===== config.mk =====
export PLATFORM = sky130hd
export DESIGN_NAME = udp_ipv4_header_builder_unit_flat
export DESIGN_NICKNAME = d
export VERILOG_FILES = /design/src/design/uhb_pkg.sv /design/src/design/uhb_if.sv /design/src/design/uhb_regs.sv /design/src/design/uhb_csum.sv /design/src/design/uhb_cell.sv /design/src/design/udp_ipv4_header_builder_unit.sv /design/src/flat_wrapper.sv
export VERILOG_INCLUDE_DIRS = /design/src /design/src/design
export SDC_FILE = /design/constraint.sdc
export NUM_CORES = 2
export LEC_CHECK = 0
export BUFFER_PORTS_ARGS = -buffer_cell sky130_fd_sc_hd__buf_2
export CAP_MARGIN = 20
export CORE_UTILIZATION = 55
export DETAILED_ROUTE_END_ITERATION = 10
export GPL_TIMING_DRIVEN = 0
export MAX_ROUTING_LAYER = met4
export PLACE_DENSITY = 0.75
export SLEW_MARGIN = 20
export SYNTH_ARGS = -nofsm -noshare
export SYNTH_HDL_FRONTEND = slang
export SYNTH_SLANG_ARGS = --single-unit
export TNS_END_PERCENT = 10

===== constraint.sdc =====
create_clock -name clk -period 32.9 [get_ports clk]
set_clock_uncertainty 0.1 [all_clocks]
set_input_delay 6.58 -clock clk [delete_from_list [all_inputs] [get_ports clk]]
set_output_delay 6.58 -clock clk [all_outputs]
set_load 0.01 [all_outputs]

===== src/design/udp_ipv4_header_builder_unit_macros.svh =====
// Assertion macros for the UDP/IPv4 header builder.
`ifndef UDP_IPV4_HEADER_BUILDER_UNIT_MACROS_SVH
`define UDP_IPV4_HEADER_BUILDER_UNIT_MACROS_SVH

// Same-cycle implication, checked outside reset.
`define UHB_ASSERT_NOW(label, clk, rst, ante, cons, msg) \
  label: assert property (@(posedge clk) disable iff (rst) (ante) |-> (cons)) \
    else $error(msg);

// Next-cycle implication, checked outside reset.
`define UHB_ASSERT_NEXT(label, clk, rst, ante, cons, msg) \
  label: assert property (@(posedge clk) disable iff (rst) (ante) |=> (cons)) \
    else $error(msg);

`endif


===== src/design/uhb_pkg.sv =====
// Package: types, constants and register codes of the UDP/IPv4 header builder.
package uhb_pkg;

  localparam int HDR_BYTES  = 42;
  localparam int HDR_BITS   = HDR_BYTES * 8;
  localparam int IDX_W      = 6;
  localparam int ADDR_W     = 6;
  localparam int DATA_W     = 64;
  localparam int SUM_W      = 19;

  localparam logic [15:0] ETH_TYPE_IPV4 = 16'h0800;
  localparam logic [7:0]  IP_VER_IHL    = 8'h45;
  localparam logic [7:0]  IP_TOS        = 8'h00;
  localparam logic [15:0] IP_ID         = 16'h1234;
  localparam logic [15:0] IP_FRAG       = 16'h0000;
  localparam logic [7:0]  IP_TTL        = 8'd64;
  localparam logic [7:0]  IP_PROTO_UDP  = 8'd17;
  localparam logic [15:0] UDP_CSUM      = 16'h0000;
  localparam logic [15:0] IP_HDR_BYTES  = 16'd20;
  localparam logic [15:0] UDP_HDR_BYTES = 16'd8;

  // Fixed words of the IPv4 header that enter the checksum.
  localparam logic [SUM_W-1:0] CSUM_FIXED =
      SUM_W'({IP_VER_IHL, IP_TOS}) + SUM_W'(IP_ID) + SUM_W'(IP_FRAG) +
      SUM_W'({IP_TTL, IP_PROTO_UDP});

  typedef enum logic [2:0] {
    REG_SRC_MAC  = 3'd0,
    REG_DST_MAC  = 3'd1,
    REG_SRC_IP   = 3'd2,
    REG_DST_IP   = 3'd3,
    REG_SRC_PORT = 3'd4,
    REG_DST_PORT = 3'd5
  } reg_idx_t;

  typedef struct packed {
    logic [47:0] source_mac;
    logic [47:0] dest_mac;
    logic [31:0] source_ip;
    logic [31:0] dest_ip;
    logic [15:0] source_port;
    logic [15:0] dest_port;
  } cfg_t;

  typedef struct packed {
    logic             vld;
    logic [7:0]       data;
    logic [IDX_W-1:0] idx;
    logic             last;
  } cell_t;

endpackage


===== src/design/uhb_if.sv =====
// Channel interfaces: payload length requests and header byte results.
interface uhb_len_if;
  logic        valid;
  logic        ready;
  logic [15:0] payload_length;

  modport source (output valid, output payload_length, input ready);
  modport sink (input valid, input payload_length, output ready);
endinterface

interface uhb_byte_if;
  logic                     valid;
  logic                     ready;
  logic [7:0]               header_byte;
  logic [uhb_pkg::IDX_W-1:0] byte_index;
  logic                     last_byte;

  modport source (output valid, output header_byte, output byte_index, output last_byte,
                  input ready);
  modport sink (input valid, input header_byte, input byte_index, input last_byte,
                output ready);
endinterface


===== src/design/uhb_regs.sv =====
// APB register file holding the MAC, IP and port configuration.
module uhb_regs (
  input  logic                       clk,
  input  logic                       rst,
  input  logic                       psel,
  input  logic                       penable,
  input  logic                       pwrite,
  input  logic [uhb_pkg::ADDR_W-1:0] paddr,
  input  logic [uhb_pkg::DATA_W-1:0] pwdata,
  output logic [uhb_pkg::DATA_W-1:0] prdata,
  output logic                       pready,
  output uhb_pkg::cfg_t              cfg
);

  logic             wr_en;
  uhb_pkg::reg_idx_t sel;

  assign pready = 1'b1;
  assign wr_en  = psel && penable && pwrite && pready;
  assign sel    = uhb_pkg::reg_idx_t'(paddr[uhb_pkg::ADDR_W-1:3]);

  always_ff @(posedge clk) begin
    if (rst) begin
      cfg <= '0;
    end else if (wr_en) begin
      unique case (sel)
        uhb_pkg::REG_SRC_MAC:  cfg.source_mac  <= pwdata[47:0];
        uhb_pkg::REG_DST_MAC:  cfg.dest_mac    <= pwdata[47:0];
        uhb_pkg::REG_SRC_IP:   cfg.source_ip   <= pwdata[31:0];
        uhb_pkg::REG_DST_IP:   cfg.dest_ip     <= pwdata[31:0];
        uhb_pkg::REG_SRC_PORT: cfg.source_port <= pwdata[15:0];
        uhb_pkg::REG_DST_PORT: cfg.dest_port   <= pwdata[15:0];
        default: ;
      endcase
    end
  end

  always_comb begin
    unique case (sel)
      uhb_pkg::REG_SRC_MAC:  prdata = uhb_pkg::DATA_W'(cfg.source_mac);
      uhb_pkg::REG_DST_MAC:  prdata = uhb_pkg::DATA_W'(cfg.dest_mac);
      uhb_pkg::REG_SRC_IP:   prdata = uhb_pkg::DATA_W'(cfg.source_ip);
      uhb_pkg::REG_DST_IP:   prdata = uhb_pkg::DATA_W'(cfg.dest_ip);
      uhb_pkg::REG_SRC_PORT: prdata = uhb_pkg::DATA_W'(cfg.source_port);
      uhb_pkg::REG_DST_PORT: prdata = uhb_pkg::DATA_W'(cfg.dest_port);
      default:               prdata = '0;
    endcase
  end

endmodule


===== src/design/uhb_csum.sv =====
// IPv4 header checksum: one's-complement sum of the header words, folded and inverted.
module uhb_csum (
  input  uhb_pkg::cfg_t cfg,
  input  logic [15:0]   total_len,
  output logic [15:0]   csum
);

  logic [uhb_pkg::SUM_W-1:0] sum;
  logic [16:0]               fold1;
  logic [16:0]               fold2;

  always_comb begin
    sum = uhb_pkg::CSUM_FIXED + uhb_pkg::SUM_W'(total_len) +
          uhb_pkg::SUM_W'(cfg.source_ip[31:16]) + uhb_pkg::SUM_W'(cfg.source_ip[15:0]) +
          uhb_pkg::SUM_W'(cfg.dest_ip[31:16]) + uhb_pkg::SUM_W'(cfg.dest_ip[15:0]);
    // Two folds suffice: the first leaves at most one carry.
    fold1 = 17'(sum[15:0]) + 17'(sum[uhb_pkg::SUM_W-1:16]);
    fold2 = 17'(fold1[15:0]) + 17'(fold1[16]);
    csum  = ~fold2[15:0];
  end

endmodule


===== src/design/uhb_cell.sv =====
// One cell of the byte shift line: takes a loaded byte or its neighbour's.
module uhb_cell (
  input  logic           clk,
  input  logic           rst,
  input  logic           load,
  input  logic           advance,
  input  uhb_pkg::cell_t load_val,
  input  uhb_pkg::cell_t from_next,
  output uhb_pkg::cell_t held
);

  always_ff @(posedge clk) begin
    if (rst) begin
      held <= '0;
    end else if (load) begin
      held <= load_val;
    end else if (advance) begin
      held <= from_next;
    end
  end

endmodule


===== src/design/udp_ipv4_header_builder_unit.sv =====
// Top level: request stage, header assembly and the byte shift line.
// Each accepted payload length yields the 42-byte Ethernet/IPv4/UDP header, one byte per
// cycle while header.ready takes them; the 42-cell shift line moves the header towards
// the output one byte per advance. An accepted length is registered in the request stage
// and loads into the line once the line has drained to its head. The one-deep stage holds
// the next length and its checksum, so a following header loads into the line in the
// cycle its predecessor's last byte leaves and the output runs without gaps. Configuration
// is written over the APB port at byte address 8*index; write it only while idle.
`include "udp_ipv4_header_builder_unit_macros.svh"

module udp_ipv4_header_builder_unit (
  input  logic                       clk,
  input  logic                       rst,
  uhb_len_if.sink                    request,
  uhb_byte_if.source                 header,
  input  logic                       psel,
  input  logic                       penable,
  input  logic                       pwrite,
  input  logic [uhb_pkg::ADDR_W-1:0] paddr,
  input  logic [uhb_pkg::DATA_W-1:0] pwdata,
  output logic [uhb_pkg::DATA_W-1:0] prdata,
  output logic                       pready
);

  uhb_pkg::cfg_t cfg;

  logic        pend_vld;
  logic [15:0] pend_total;
  logic [15:0] pend_udp;
  logic [15:0] pend_csum;

  logic [15:0] in_total;
  logic [15:0] in_csum;
  logic        advance;
  logic        load;
  logic        req_take;

  logic [uhb_pkg::HDR_BITS-1:0] hdr;
  uhb_pkg::cell_t               cells [uhb_pkg::HDR_BYTES];

  uhb_regs u_regs (
    .clk     (clk),
    .rst     (rst),
    .psel    (psel),
    .penable (penable),
    .pwrite  (pwrite),
    .paddr   (paddr),
    .pwdata  (pwdata),
    .prdata  (prdata),
    .pready  (pready),
    .cfg     (cfg)
  );

  assign in_total = 16'(request.payload_length + uhb_pkg::IP_HDR_BYTES +
                        uhb_pkg::UDP_HDR_BYTES);

  uhb_csum u_csum (
    .cfg       (cfg),
    .total_len (in_total),
    .csum      (in_csum)
  );

  // Shift when the output is empty or taken; reload once the line drains to its head.
  assign advance       = !cells[0].vld || header.ready;
  assign load          = pend_vld && advance && !cells[1].vld;
  assign request.ready = !pend_vld || load;
  assign req_take      = request.valid && request.ready;

  always_ff @(posedge clk) begin
    if (rst) begin
      pend_vld <= 1'b0;
    end else if (req_take) begin
      pend_vld <= 1'b1;
    end else if (load) begin
      pend_vld <= 1'b0;
    end
  end

  always_ff @(posedge clk) begin
    if (req_take) begin
      pend_total <= in_total;
      pend_udp   <= 16'(request.payload_length + uhb_pkg::UDP_HDR_BYTES);
      pend_csum  <= in_csum;
    end
  end

  assign hdr = {cfg.dest_mac, cfg.source_mac, uhb_pkg::ETH_TYPE_IPV4,
                uhb_pkg::IP_VER_IHL, uhb_pkg::IP_TOS, pend_total, uhb_pkg::IP_ID,
                uhb_pkg::IP_FRAG, uhb_pkg::IP_TTL, uhb_pkg::IP_PROTO_UDP, pend_csum,
                cfg.source_ip, cfg.dest_ip, cfg.source_port, cfg.dest_port,
                pend_udp, uhb_pkg::UDP_CSUM};

  for (genvar i = 0; i < uhb_pkg::HDR_BYTES; i++) begin : g_cell
    uhb_pkg::cell_t load_val;
    uhb_pkg::cell_t from_next;

    assign load_val.vld  = 1'b1;
    assign load_val.data = hdr[uhb_pkg::HDR_BITS-1-8*i -: 8];
    assign load_val.idx  = uhb_pkg::IDX_W'(i);
    assign load_val.last = (i == uhb_pkg::HDR_BYTES - 1);

    if (i == uhb_pkg::HDR_BYTES - 1) begin : g_tail
      assign from_next = '0;
    end else begin : g_body
      assign from_next = cells[i+1];
    end

    uhb_cell u_cell (
      .clk       (clk),
      .rst       (rst),
      .load      (load),
      .advance   (advance),
      .load_val  (load_val),
      .from_next (from_next),
      .held      (cells[i])
    );
  end

  assign header.valid       = cells[0].vld;
  assign header.header_byte = cells[0].data;
  assign header.byte_index  = cells[0].idx;
  assign header.last_byte   = cells[0].last;

  `UHB_ASSERT_NOW(a_no_gap, clk, rst, header.valid && !header.last_byte, cells[1].vld,
                  "header byte shown with an empty cell behind it")

  `UHB_ASSERT_NEXT(a_index_step, clk, rst,
                   header.valid && header.ready && !header.last_byte,
                   header.valid &&
                   header.byte_index == uhb_pkg::IDX_W'($past(header.byte_index) + 1'b1),
                   "byte index did not advance by one")

  `UHB_ASSERT_NEXT(a_back_to_back, clk, rst,
                   header.valid && header.ready && header.last_byte && pend_vld,
                   header.valid && header.byte_index == '0,
                   "pending header did not follow the last byte")

endmodule


===== src/flat_wrapper.sv =====
// flat-port wrapper written by rule: the top's interface ports become plain ports
module udp_ipv4_header_builder_unit_flat 
  (clk, rst, psel, penable, pwrite, paddr, pwdata, prdata, pready, request_valid, request_payload_length, request_ready, header_valid, header_header_byte, header_byte_index, header_last_byte, header_ready);
  uhb_len_if request_i ();
  uhb_byte_if header_i ();
  input  logic clk;
  input  logic rst;
  input  logic psel;
  input  logic penable;
  input  logic pwrite;
  input  logic [uhb_pkg::ADDR_W-1:0] paddr;
  input  logic [uhb_pkg::DATA_W-1:0] pwdata;
  output logic [uhb_pkg::DATA_W-1:0] prdata;
  output logic pready;
  input wire logic [$bits(request_i.valid)-1:0] request_valid;
  input wire logic [$bits(request_i.payload_length)-1:0] request_payload_length;
  output wire logic [$bits(request_i.ready)-1:0] request_ready;
  output wire logic [$bits(header_i.valid)-1:0] header_valid;
  output wire logic [$bits(header_i.header_byte)-1:0] header_header_byte;
  output wire logic [$bits(header_i.byte_index)-1:0] header_byte_index;
  output wire logic [$bits(header_i.last_byte)-1:0] header_last_byte;
  input wire logic [$bits(header_i.ready)-1:0] header_ready;
  assign request_i.valid = request_valid;
  assign request_i.payload_length = request_payload_length;
  assign request_ready = request_i.ready;
  assign header_valid = header_i.valid;
  assign header_header_byte = header_i.header_byte;
  assign header_byte_index = header_i.byte_index;
  assign header_last_byte = header_i.last_byte;
  assign header_i.ready = header_ready;
  udp_ipv4_header_builder_unit u_core (.clk(clk), .rst(rst), .request(request_i), .header(header_i), .psel(psel), .penable(penable), .pwrite(pwrite), .paddr(paddr), .pwdata(pwdata), .prdata(prdata), .pready(pready));
endmodule

==> key figures <==
Timing
  • # setup viols final: 0
  • TNS Setup: 0 ns
  • F_max: 57.9 MHz
  • Tmin final: 17.27 ns
  • PnR worst setup slack: 15.63 ns
  • Setup repair after global routing missed its margin: no
  • Slew HR: 0.208
  • Slew Limit Fails: 0
  • Period utilization: 0.525
  • Hold Vio Cnt, Final: 0
  • Worst slew pin tran: 1.19 ns

Logic synthesis
  • Combinational family with the most area after synthesis: simple AND/OR/NAND/NOR gates
  • Post-synthesis adder-cell area fraction: 0.0399
  • Asr flop ratio synth: 0
  • Synth Area in Simple Gates: 0.211
  • Avg Cell Area, Syn: 8.11 sq um
  • Top-area cell type share of the netlist area: 0.457
  • Mapped cell area: 34800 sq um
  • Ys Warns: 0
  • Mux cell area share after synthesis: 0.000611
  • Syn Inst Count: 4295
  • Unique masters post-synth: 81
  • Sequential-to-total area share from yosys stat: 0.497
  • Top area cells in the synthesized netlist: dfxtp_1 (46%), nand2_1 (15%), a21oi_1 (6.5%)
  • Synth Area in Compound Gates: 0.183
  • Post-Synth XOR/XNOR Area: 0.0173
  • Yosys reg bits: 842
  • Post-synth EDFFs: 46
  • Dominant cell type by area after synthesis: dfxtp_1
  • Main synth FF type: dfxtp_1

Critical path
  • WS Path Type: input pin to flop
  • Critical Path Start Type: input pin
  • Most used cell, CP: ha_1
  • Critical Path End Type: flop
  • CP Max Fanout: 10
  • Crit path required time: 33.19 ns
  • Worst path arrival time: 17.56 ns
  • CP max stage delay: 0.73 ns
  • Reg2reg path depth: 29
  • Crit path max-delay cell type: o311ai_1

Floorplan
  • Row cnt: 91
  • Initial Util: 0.560
  • Placeable Area: 62200 sq um
  • Die H: 254 um
  • Die Wd: 254 um
  • DIE AREA: 64300 sq um
  • I/O pin count: 175

Drt
  • Pre-antenna DRT Iters: 6
  • DRC errors left: 0
  • Avg WL per Cell: 20.9 um
  • Avg Vias per Cell: 5.90
  • Via count: 32100
  • DRT iter0 DRCs: 3854
  • WL final: 114000 um
  • Routed Antenna Nets: 0

Global route
  • Initial antenna violation count: 5
  • Vias in the first global route: 29000
  • First-pass GRT wire length: 171000 um
  • Total GRT Usage: 0.361
  • Largest net degree at the start of global routing: 33
  • Global route overflow: 0

Cells and area
  • Final net count: 4708
  • Fill cell count: 5492
  • Synthesis-to-layout area growth: 13.7%
  • Share of layout cells above drive strength 1: 0.0711

CTS
  • Clock Latency Late Sink: 0.65 ns
  • Total CTS buffers: 87
  • # hold bufs at CTS: 0
  • CTS root buffer: clkbuf_16
  • Post CTS Setup Buffer Count: 0
  • CTS clk-pin slew, worst paths: 0.06 ns
  • Clk sinks: 842
  • H-tree level count: 3
  • Longest Clk Path Bufs: 3
  • Post_cts resized: 0
  • CTS tree: built

Placed design
  • HPWL reported at the end of detailed placement: 83200 um
  • # port buffers: 134
  • Pre-CTS WS: 15.11 ns
  • Routability cong.: 1.01

Pwr
  • VDD IR max: 0.0474 mV
  • Power per Cell Area: 60.1 nW/um^2
  • Leak: 14.3 nW
  • Total power: 2.38 mW

Hold path
  • Worst Hold Depth: 2
  • Worst min path class: flop to flop

Job
  • Max cap viols: 0

Outcome
  • Status: finished, final reports clean
==> synthesized netlist by cell type (all sizes together), types with 3 or more instances <==
master,count
a2111oi,3
a211o,3
a211oi,3
a21boi,4
a21o,4
a21oi,455
a22o,16
a22oi,86
a311oi,232
and2,12
and3,5
buf,38
clkbuf,320
dfxtp,796
edfxtp,46
fa,49
ha,32
inv,98
nand2,1375
nand2b,4
nand3,35
nand4,7
nor2,389
nor2b,6
nor3,11
nor3b,5
nor4,8
o21a,3
o21ai,17
o22ai,124
o311ai,3
or2,5
or3,3
xnor2,46
xor2,19
==> metrics by stage <==
stage | util | cells | hold slack, ns | instance area (sq um)
floorplan | - | 4310 | 0.332 | 34900
global placement | 0.589 | 5281 | 0.338 | 36600
detailed placement | 0.589 | 5282 | 0.343 | 36600
CTS | 0.637 | 5439 | 0.347 | 39600
global route | 0.637 | 5441 | 0.366 | 39600
finish | 0.637 | 5442 | 0.347 | 39600
==> cell type report <==
| class | count | area, sq um | area share |
|---|---|---|---|
| diodes | 3 | 7.51 | 0.000190 |
| clock inverters | 30 | 323 | 0.00815 |
| inverters | 98 | 368 | 0.00929 |
| flip-flops and latches | 842 | 17300 | 0.437 |
| multi-input cells | 3012 | 15800 | 0.399 |
| plain buffers | 358 | 1430 | 0.0360 |
| clock buffers | 127 | 2630 | 0.0665 |
| repair buffers | 135 | 691 | 0.0174 |
| well taps | 837 | 1050 | 0.0264 |
==> placed cells by master (no fill, tap or decap), types with 46 or more instances in the layout <==
cell type     n
nor2_1      389
a21oi_1     454
o22ai_1     124
dfxtp_1     796
fa_1         49
edfxtp_1     46
nand2_1    1375
a311oi_1    232
inv_1        98
buf_2       134
a22oi_1      86
clkbuf_1    331
clkbuf_16    90
==> per-layer routing <==
metal | GRT usage | wire, um | vias to the layer above
li1 | - | - | 15000
met3 | 0.0663 | 10900 | 397
met1 | 0.464 | 45500 | 15200
met4 | 0.197 | 7360 | 0
met5 | - | 0 | -
met2 | 0.538 | 50100 | 1578
==> report_power, final <==
group	leakage (nW)	internal, mW	switching (mW)
Combinational	5.92	0.0785	0.173
Sequential	6.92	1.08	0.0353
Clock	1.46	0.589	0.423
==> cell families after synthesis <==
family / count (synthesis)
AND/OR/NAND/NOR: 1874
XOR/XNOR: 65
buffers and inverters: 456
other: 2
flip-flops: 842
adder cells (fa/ha/maj): 82
multiplexers: 2
AO/OA/AOI/OAI: 972
==> sequential cells by signal, summed over array words and instances, names as in the netlist <==
name                       count
u_core.g_cell.u_cell.held    603
u_core.u_regs.cfg            192
u_core.pend_csum              16
u_core.pend_udp               16
u_core.pend_total             14
u_core.pend_vld                1
==> worst max-delay path: cells and delay by family <==
| family | cells | cell delay (ns) |
|---|---|---|
| adder cells (fa/ha/maj) | 9 | 3.22 |
| AO/OA/AOI/OAI | 10 | 3.06 |
| buffers and inverters | 6 | 0.84 |
| AND/OR/NAND/NOR | 12 | 2.83 |
| XOR/XNOR | 4 | 0.97 |
==> worst paths after layout <==
kind,slack (ns),end,startpoint
worst max-delay path,15.63,u_core.pend_csum[12],request_payload_length[4]
worst min-delay path,0.35,u_core.g_cell[18].u_cell.held[1],u_core.g_cell[19].u_cell.held[1]
worst max register to register,23.22,u_core.pend_csum[12],u_core.u_regs.cfg[39]
worst min register to register,0.35,u_core.g_cell[18].u_cell.held[1],u_core.g_cell[19].u_cell.held[1]
No activity file was read; power rests on OpenSTA's default activity.
